**config.mk**
```make
export PLATFORM = sky130hd
export DESIGN_NAME = crst_lane
export DESIGN_NICKNAME = d
export VERILOG_FILES = /design/src/rtl/assert_macros.svh /design/src/rtl/crst_pkg.sv /design/src/rtl/crst_div.sv /design/src/rtl/crst_lane.sv
export SDC_FILE = /design/constraint.sdc
export NUM_CORES = 2
export LEC_CHECK = 0
export BUFFER_PORTS_ARGS = -buffer_cell sky130_fd_sc_hd__clkbuf_2
export CAP_MARGIN = 30
export CORE_MARGIN = 2
export CORE_UTILIZATION = 37
export DETAILED_ROUTE_END_ITERATION = 8
export GPL_TIMING_DRIVEN = 0
export PLACE_DENSITY = 0.51
export SYNTH_ARGS = -nofsm -noshare
export SYNTH_HDL_FRONTEND = slang
export SYNTH_HIERARCHICAL = 1
export SYNTH_SLANG_ARGS = --single-unit
```
**constraint.sdc**
```tcl
create_clock -name clock -period 33.1 [get_ports clock]
set_input_delay 3.31 -clock clock [delete_from_list [all_inputs] [get_ports clock]]
set_output_delay 3.31 -clock clock [all_outputs]
set_load 0.01 [all_outputs]
```
**src/rtl/assert_macros.svh**
```systemverilog
// ----------------------------------------------------------------------------
// Assertion macros
// Shared concurrent check macros. Clock is clock, reset is reset.
// ----------------------------------------------------------------------------
`ifndef ASSERT_MACROS_SVH
`define ASSERT_MACROS_SVH

// Property must hold on every clock edge outside reset.
`define CRST_CHECK(lbl, prop) \
   lbl: assert property (@(posedge clock) disable iff (reset) (prop)) \
      else $error("check failed");

// Antecedent on one edge implies consequent on the next edge.
`define CRST_CHECK_NEXT(lbl, ante, cons) \
   lbl: assert property (@(posedge clock) disable iff (reset) (ante) |=> (cons)) \
      else $error("next-cycle check failed");

`endif

```
**src/rtl/crst_pkg.sv**
```systemverilog
// ----------------------------------------------------------------------------
// crst_pkg
// Types and constants shared by the spline tessellator modules.
// ----------------------------------------------------------------------------
package crst_pkg;

   localparam int SEG_W = 6;                    // segments register width
   localparam int REM_W = 19;                   // holds 2*63^3
   localparam logic [SEG_W-1:0] SEG_RESET = 6'd8;

   // control from the sequencer to each lane
   typedef struct packed {
      logic start;   // latch control points, begin setup
      logic step;    // advance to next sample
   } lane_ctrl_type;

   // status from a lane back to the sequencer
   typedef struct packed {
      logic ready;   // setup finished, sample output valid
   } lane_stat_type;

endpackage

```
**src/rtl/crst_div.sv**
```systemverilog
// ----------------------------------------------------------------------------
// crst_div
// Restoring divider, one quotient bit per cycle, floor quotient/remainder.
// ----------------------------------------------------------------------------
module crst_div #(
   parameter int DW = 46
) (
   input  logic                            clock,
   input  logic                            reset,
   input  logic                            start,
   input  logic signed [DW-1:0]            dividend,
   input  logic [crst_pkg::REM_W-1:0]      divisor,
   output logic                            done,
   output logic signed [DW:0]              quot,
   output logic [crst_pkg::REM_W-1:0]      rem
);

   localparam int RW = crst_pkg::REM_W;
   localparam int CW = $clog2(DW + 1);

   logic          busy_ff, busy_in;
   logic [CW-1:0] cnt_ff, cnt_in;
   logic          neg_ff, neg_in;
   logic [DW-1:0] mag_ff, mag_in;
   logic [RW-1:0] rem_ff, rem_in;
   logic          done_ff, done_in;
   logic signed [DW:0] quot_ff, quot_in;
   logic [RW-1:0] remo_ff, remo_in;

   logic [RW:0]   rem_sh, rem_nx;
   logic          fits;
   logic [DW-1:0] mag_nx;
   logic signed [DW:0] qpos;
   logic [DW-1:0] absd;

   always_comb begin
      rem_sh = {rem_ff, mag_ff[DW-1]};
      fits   = rem_sh >= {1'b0, divisor};
      rem_nx = fits ? (rem_sh - {1'b0, divisor}) : rem_sh;
      mag_nx = {mag_ff[DW-2:0], fits};
      qpos   = $signed({1'b0, mag_nx});
      absd   = dividend[DW-1] ? (~dividend + {{(DW-1){1'b0}}, 1'b1}) : dividend;

      busy_in = busy_ff;
      cnt_in  = cnt_ff;
      neg_in  = neg_ff;
      mag_in  = mag_ff;
      rem_in  = rem_ff;
      done_in = 1'b0;
      quot_in = quot_ff;
      remo_in = remo_ff;

      if (start) begin
         busy_in = 1'b1;
         cnt_in  = CW'(DW);
         neg_in  = dividend[DW-1];
         mag_in  = absd;
         rem_in  = '0;
      end else if (busy_ff) begin
         rem_in = rem_nx[RW-1:0];
         mag_in = mag_nx;
         cnt_in = cnt_ff - {{(CW-1){1'b0}}, 1'b1};
         if (cnt_ff == {{(CW-1){1'b0}}, 1'b1}) begin
            busy_in = 1'b0;
            done_in = 1'b1;
            // floor semantics for negative dividends
            if (neg_ff && (rem_nx != '0)) begin
               quot_in = -qpos - {{DW{1'b0}}, 1'b1};
               remo_in = divisor - rem_nx[RW-1:0];
            end else if (neg_ff) begin
               quot_in = -qpos;
               remo_in = '0;
            end else begin
               quot_in = qpos;
               remo_in = rem_nx[RW-1:0];
            end
         end
      end
   end

   always_ff @(posedge clock) begin
      if (reset) begin
         busy_ff <= 1'b0;
         done_ff <= 1'b0;
         cnt_ff  <= '0;
      end else begin
         busy_ff <= busy_in;
         done_ff <= done_in;
         cnt_ff  <= cnt_in;
      end
      neg_ff  <= neg_in;
      mag_ff  <= mag_in;
      rem_ff  <= rem_in;
      quot_ff <= quot_in;
      remo_ff <= remo_in;
   end

   assign done = done_ff;
   assign quot = quot_ff;
   assign rem  = remo_ff;

endmodule

```
**src/rtl/crst_lane.sv**
```systemverilog
// ----------------------------------------------------------------------------
// crst_lane
// One coordinate axis: cubic setup, forward differences kept as
// floor quotient/remainder pairs over 2*n^3, truncated saturated sample.
// ----------------------------------------------------------------------------
module crst_lane #(
   parameter int W = 32
) (
   input  logic                              clock,
   input  logic                              reset,
   input  crst_pkg::lane_ctrl_type           ctrl,
   input  logic [crst_pkg::SEG_W-1:0]        n,
   input  logic [crst_pkg::REM_W-1:0]        d,
   input  logic signed [W-1:0]               p0,
   input  logic signed [W-1:0]               p1,
   input  logic signed [W-1:0]               p2,
   input  logic signed [W-1:0]               p3,
   output crst_pkg::lane_stat_type           stat,
   output logic signed [W-1:0]               sample
);

   localparam int DW = W + 14;
   localparam int QW = DW + 1;
   localparam int RW = crst_pkg::REM_W;
   localparam int NW = crst_pkg::SEG_W;
   localparam logic signed [QW-1:0] SMAX = {{(QW-W+1){1'b0}}, {(W-1){1'b1}}};
   localparam logic signed [QW-1:0] SMIN = {{(QW-W+1){1'b1}}, {(W-1){1'b0}}};

   typedef enum logic [2:0] {
      L_IDLE, L_MUL1, L_MUL2, L_DIV, L_RUN
   } lstate_type;

   lstate_type state_ff, state_in;
   logic signed [DW-1:0] a_ff, a_in, b_ff, b_in, c_ff, c_in;
   logic signed [DW-1:0] t1_ff, t1_in, d1_ff, d1_in, d2_ff, d2_in, d3_ff, d3_in;
   logic [1:0]           sel_ff, sel_in;
   logic                 go_ff, go_in;
   logic signed [QW-1:0] fq_ff, fq_in, q1_ff, q1_in, q2_ff, q2_in, q3_ff, q3_in;
   logic [RW-1:0]        fr_ff, fr_in, r1_ff, r1_in, r2_ff, r2_in, r3_ff, r3_in;

   logic signed [DW-1:0] e0, e1, e2, e3, div_arg;
   logic signed [NW:0]   ns;
   logic signed [NW+1:0] ns2;
   logic                 div_done;
   logic signed [QW-1:0] div_q;
   logic [RW-1:0]        div_r;
   logic [QW+RW-1:0]     nf, n1, n2;
   logic signed [QW-1:0] trunc;

   // sum of two floor pairs over the same divisor
   function automatic logic [QW+RW-1:0] qr_add(
      input logic signed [QW-1:0] qa, input logic [RW-1:0] ra,
      input logic signed [QW-1:0] qb, input logic [RW-1:0] rb,
      input logic [RW-1:0] dv);
      logic [RW:0]          rs;
      logic signed [QW-1:0] qs;
      rs = {1'b0, ra} + {1'b0, rb};
      qs = qa + qb;
      if (rs >= {1'b0, dv}) begin
         rs = rs - {1'b0, dv};
         qs = qs + {{(QW-1){1'b0}}, 1'b1};
      end
      return {qs, rs[RW-1:0]};
   endfunction

   crst_div #(.DW(DW)) u_div (
      .clock    (clock),
      .reset    (reset),
      .start    (go_ff),
      .dividend (div_arg),
      .divisor  (d),
      .done     (div_done),
      .quot     (div_q),
      .rem      (div_r)
   );

   always_comb begin
      e0  = DW'(p0);
      e1  = DW'(p1);
      e2  = DW'(p2);
      e3  = DW'(p3);
      ns  = $signed({1'b0, n});
      ns2 = $signed({1'b0, n, 1'b0});
      case (sel_ff)
         2'd0:    div_arg = d1_ff;
         2'd1:    div_arg = d2_ff;
         default: div_arg = d3_ff;
      endcase
      nf = qr_add(fq_ff, fr_ff, q1_ff, r1_ff, d);
      n1 = qr_add(q1_ff, r1_ff, q2_ff, r2_ff, d);
      n2 = qr_add(q2_ff, r2_ff, q3_ff, r3_ff, d);

      // floor -> truncate toward zero, then clamp
      trunc = fq_ff + ((fq_ff < 0 && fr_ff != '0) ? {{(QW-1){1'b0}}, 1'b1} : '0);
      if (trunc > SMAX)      sample = SMAX[W-1:0];
      else if (trunc < SMIN) sample = SMIN[W-1:0];
      else                   sample = trunc[W-1:0];

      state_in = state_ff;
      a_in = a_ff;  b_in = b_ff;  c_in = c_ff;
      t1_in = t1_ff; d1_in = d1_ff; d2_in = d2_ff; d3_in = d3_ff;
      sel_in = sel_ff;
      go_in  = 1'b0;
      fq_in = fq_ff; fr_in = fr_ff;
      q1_in = q1_ff; r1_in = r1_ff;
      q2_in = q2_ff; r2_in = r2_ff;
      q3_in = q3_ff; r3_in = r3_ff;

      if (ctrl.start) begin
         a_in  = e2 - e0;
         b_in  = (e0 <<< 1) - (e1 <<< 2) - e1 + (e2 <<< 2) - e3;
         c_in  = e1 + (e1 <<< 1) - e0 - e2 - (e2 <<< 1) + e3;
         fq_in = QW'(p1);               // f(0) / 2n^3 is P1 exactly
         fr_in = '0;
         state_in = L_MUL1;
      end else begin
         case (state_ff)
            L_MUL1: begin
               t1_in = a_ff * ns + b_ff;
               d2_in = b_ff * ns2 + (c_ff <<< 2) + (c_ff <<< 1);
               d3_in = (c_ff <<< 2) + (c_ff <<< 1);
               state_in = L_MUL2;
            end
            L_MUL2: begin
               d1_in  = t1_ff * ns + c_ff;
               sel_in = 2'd0;
               go_in  = 1'b1;
               state_in = L_DIV;
            end
            L_DIV: begin
               if (div_done) begin
                  case (sel_ff)
                     2'd0: begin
                        q1_in = div_q; r1_in = div_r;
                     end
                     2'd1: begin
                        q2_in = div_q; r2_in = div_r;
                     end
                     default: begin
                        q3_in = div_q; r3_in = div_r;
                     end
                  endcase
                  if (sel_ff == 2'd2) begin
                     state_in = L_RUN;
                  end else begin
                     sel_in = sel_ff + 2'd1;
                     go_in  = 1'b1;
                  end
               end
            end
            L_RUN: begin
               if (ctrl.step) begin
                  {fq_in, fr_in} = nf;
                  {q1_in, r1_in} = n1;
                  {q2_in, r2_in} = n2;
               end
            end
            default: state_in = L_IDLE;
         endcase
      end
   end

   always_ff @(posedge clock) begin
      if (reset) begin
         state_ff <= L_IDLE;
         go_ff    <= 1'b0;
      end else begin
         state_ff <= state_in;
         go_ff    <= go_in;
      end
      a_ff <= a_in;  b_ff <= b_in;  c_ff <= c_in;
      t1_ff <= t1_in; d1_ff <= d1_in; d2_ff <= d2_in; d3_ff <= d3_in;
      sel_ff <= sel_in;
      fq_ff <= fq_in; fr_ff <= fr_in;
      q1_ff <= q1_in; r1_ff <= r1_in;
      q2_ff <= q2_in; r2_ff <= r2_in;
      q3_ff <= q3_in; r3_ff <= r3_in;
   end

   assign stat.ready = (state_ff == L_RUN);

endmodule
```
==> results.json <==
{
  "status": "finished clean",
  "min_period_over_period": 0.390,
  "drive_gt1_frac": 0.0584,
  "globalRouteTotalUtil": 0.232,
  "cp_slowest_cell": "a2111oi_0",
  "hp-class": "register to register",
  "wirelength_um": 274000,
  "tritoncts": "yes",
  "place_area_um2": 92400,
  "syn-cell-area_um2": 86800,
  "worstPathArrival_ns": 13.38,
  "syn-mean-instance-area_um2": 9.26,
  "htree_num_levels": 3,
  "async_reset_ff_frac": 0,
  "hold_viol_final": 0,
  "cts_setup_buffers": 0,
  "drc_errors": 0,
  "yosysSeqAreaShare": 0.235,
  "wl_per_cell_um": 21.2,
  "cp_slowest_stage_delay_ns": 0.86,
  "yosys.area.top_type_share": 0.223,
  "slew_headroom": 0.285,
  "hpwlAfterDp_um": 231000,
  "critPathBufInv": 5,
  "cts-root-buf": "clkbuf_16",
  "clk_latency_ns": 0.79,
  "clk_path_buf_depth": 3,
  "setup_viol": 0,
  "synth_edf_count": 646,
  "fillers": 23300,
  "antenna_left": 0,
  "dieArea_um2": 239000,
  "reg2reg_from": "b_ff[10]",
  "cp_common_cell": "ha_1",
  "end_kind": "register",
  "cts_hold_buf": 0,
  "fmax_mhz": 77.4,
  "critPathLaunchType": "input pin",
  "hp-start": "u_div/quot[5]",
  "skew_ns": 0.0754,
  "via_per_inst": 5.33,
  "final-max-slew-violation-count": 0,
  "clkTransAtPathRegs_ns": 0.06,
  "crit_required_ns": 33.56,
  "rsz0062_at_grt": "false",
  "ys_seq_elements": 696,
  "start_util": 0.373,
  "synth_nets": 11100,
  "final_cell_area_um2": 95700,
  "core_area_um2": 233000,
  "die_h_um": 488,
  "gr-total-overflow": 0,
  "die_w_um": 488,
  "grt_pass1_vias": 70100,
  "layout_commonest_cell": "inv_1",
  "antenna_found_initial": 23,
  "drt_pass1_iterations": 6,
  "critPathTopFamily": "compound AO/OA/AOI/OAI gates",
  "critPathLaunch": "n[1]",
  "synth_area_leaders": "edfxtp_1, fa_1, ha_1",
  "drt_iter0_drc": 4849,
  "ys_types": 130,
  "clock-sinks": 696,
  "fin_cells": 12900,
  "ys.flop_type": "edfxtp_1",
  "synth_area_leader_cell": "edfxtp_1",
  "cts-resized-gates": 0,
  "cts_buffers": 90,
  "placed_cells": 12700,
  "finalSetupTns_ns": 0,
  "grt_pass1_wl_um": 422000,
  "synth_warnings": 6,
  "grt_max_degree": 91,
  "vias": 68800,
  "critPathKind": "input pin to register",
  "path_max_fanout": 10,
  "maxCapViolations": 0,
  "synthCells": 9375,
  "rows": 177,
  "area_delta_synth_final_pct": 10.2,
  "gp_congestion": 0.923,
  "seqCellArea_um2": 20400,
  "finalNetCount": 11500,
  "tightest_slew_ns": 1.07,
  "multi_input_area_um2": 60800,
  "finalCriticalPeriod_ns": 12.92,
  "numPortBuffers": 188,
  "final_cell_mix": "inv_1, fa_1, ha_1",
  "pin_count": 190
}
==> cell families (layout without fill, tap and decap cells) <==
kind of cell | Yosys count | in the layout | synth area share
AO/OA/AOI/OAI | 2103 | 2103 | 0.156
XOR/XNOR | 789 | 789 | 0.0797
adder cells (fa/ha/maj) | 1609 | 1609 | 0.302
buffers and inverters | 1488 | 1897 | 0.0650
flip-flops | 696 | 696 | 0.235
multiplexers | 48 | 48 | 0.00563
other | 0 | 6 | 0
AND/OR/NAND/NOR | 2642 | 2642 | 0.157
==> routing by layer <==
metal,vias up,track usage,wire [um]
met3,334,0.0236,12600
met2,1582,0.389,129000
met1,34100,0.309,121000
met5,-,0,0
met4,0,0.0843,11500
li1,32800,-,-
==> through the flow <==
stage	hold slack, ns	util	setup WS (ns)
6_report	0.443	0.411	20.18
5_1_grt	0.463	0.411	19.78
4_1_cts	0.441	0.411	20.34
3_5_place_dp	0.436	0.397	19.60
3_3_place_gp	0.434	0.394	4.50
2_1_floorplan	0.426	-	15.06
==> sequential cells by signal, indices dropped and copies added (netlist names), 2 cells and up <==
signal and count:
u_div/rem 19, u_div/quot 47, u_div/rem_ff 19, d1_ff 46
q1_ff 47, r2_ff 19, state_ff 3, u_div/mag_ff 46
d2_ff 45, r3_ff 19, q2_ff 47, a_ff 33
q3_ff 47, fr_ff 19, d3_ff 40, sel_ff 2
r1_ff 19, b_ff 38, u_div/cnt_ff 6, fq_ff 47
c_ff 38, t1_ff 46
==> cell usage after synthesis (all sizes together) (41+ instances only) <==
master  count
nor2      588
edfxtp    646
a22oi      46
nor3      152
mux2i      41
o21ai     432
nand2b     71
a31oi      78
xor2      288
o31ai      54
fa        813
a211oi     96
inv      1243
clkbuf    214
xnor2     500
nand2     633
nand3     145
dfxtp      50
nor2b      62
ha        791
a21o      282
a21oi     641
o21bai     97
nand4      92
o21a       87
nor4       42
and3       71
or3        58
and2      606
==> worst register-to-register path: cells and delay by family (launching register included) <==
family | cells | cell delay [ns]
adder cells (fa/ha/maj) | 7 | 3.21
AO/OA/AOI/OAI | 10 | 3.04
AND/OR/NAND/NOR | 9 | 2.06
flip-flops | 1 | 0.55
XOR/XNOR | 2 | 0.44
buffers and inverters | 3 | 0.16
==> worst paths after layout <==
check | endpoint | slack, ns | cells past startpoint
worst min register to register | q3_ff[5] | 0.44 | 0
worst min-delay path | q3_ff[5] | 0.44 | 0
worst max-delay path | d2_ff[44] | 20.18 | 34
worst max register to register | d2_ff[44] | 23.40 | 31
==> cell type report <==
class | instances | share of cell area
Multi-Input combinational cell | 7191 | 0.636
Sequential cell | 696 | 0.213
Inverter | 1243 | 0.0488
Tap cell | 3132 | 0.0410
Clock buffer | 104 | 0.0248
Timing Repair Buffer | 242 | 0.0170
Buffer | 245 | 0.0102
Clock inverter | 63 | 0.00904
Antenna cell | 6 | 0.000157
Power is left out: the tool's default activity adds up to more than one toggle a clock period on the data nets, which glitch-free logic cannot reach.
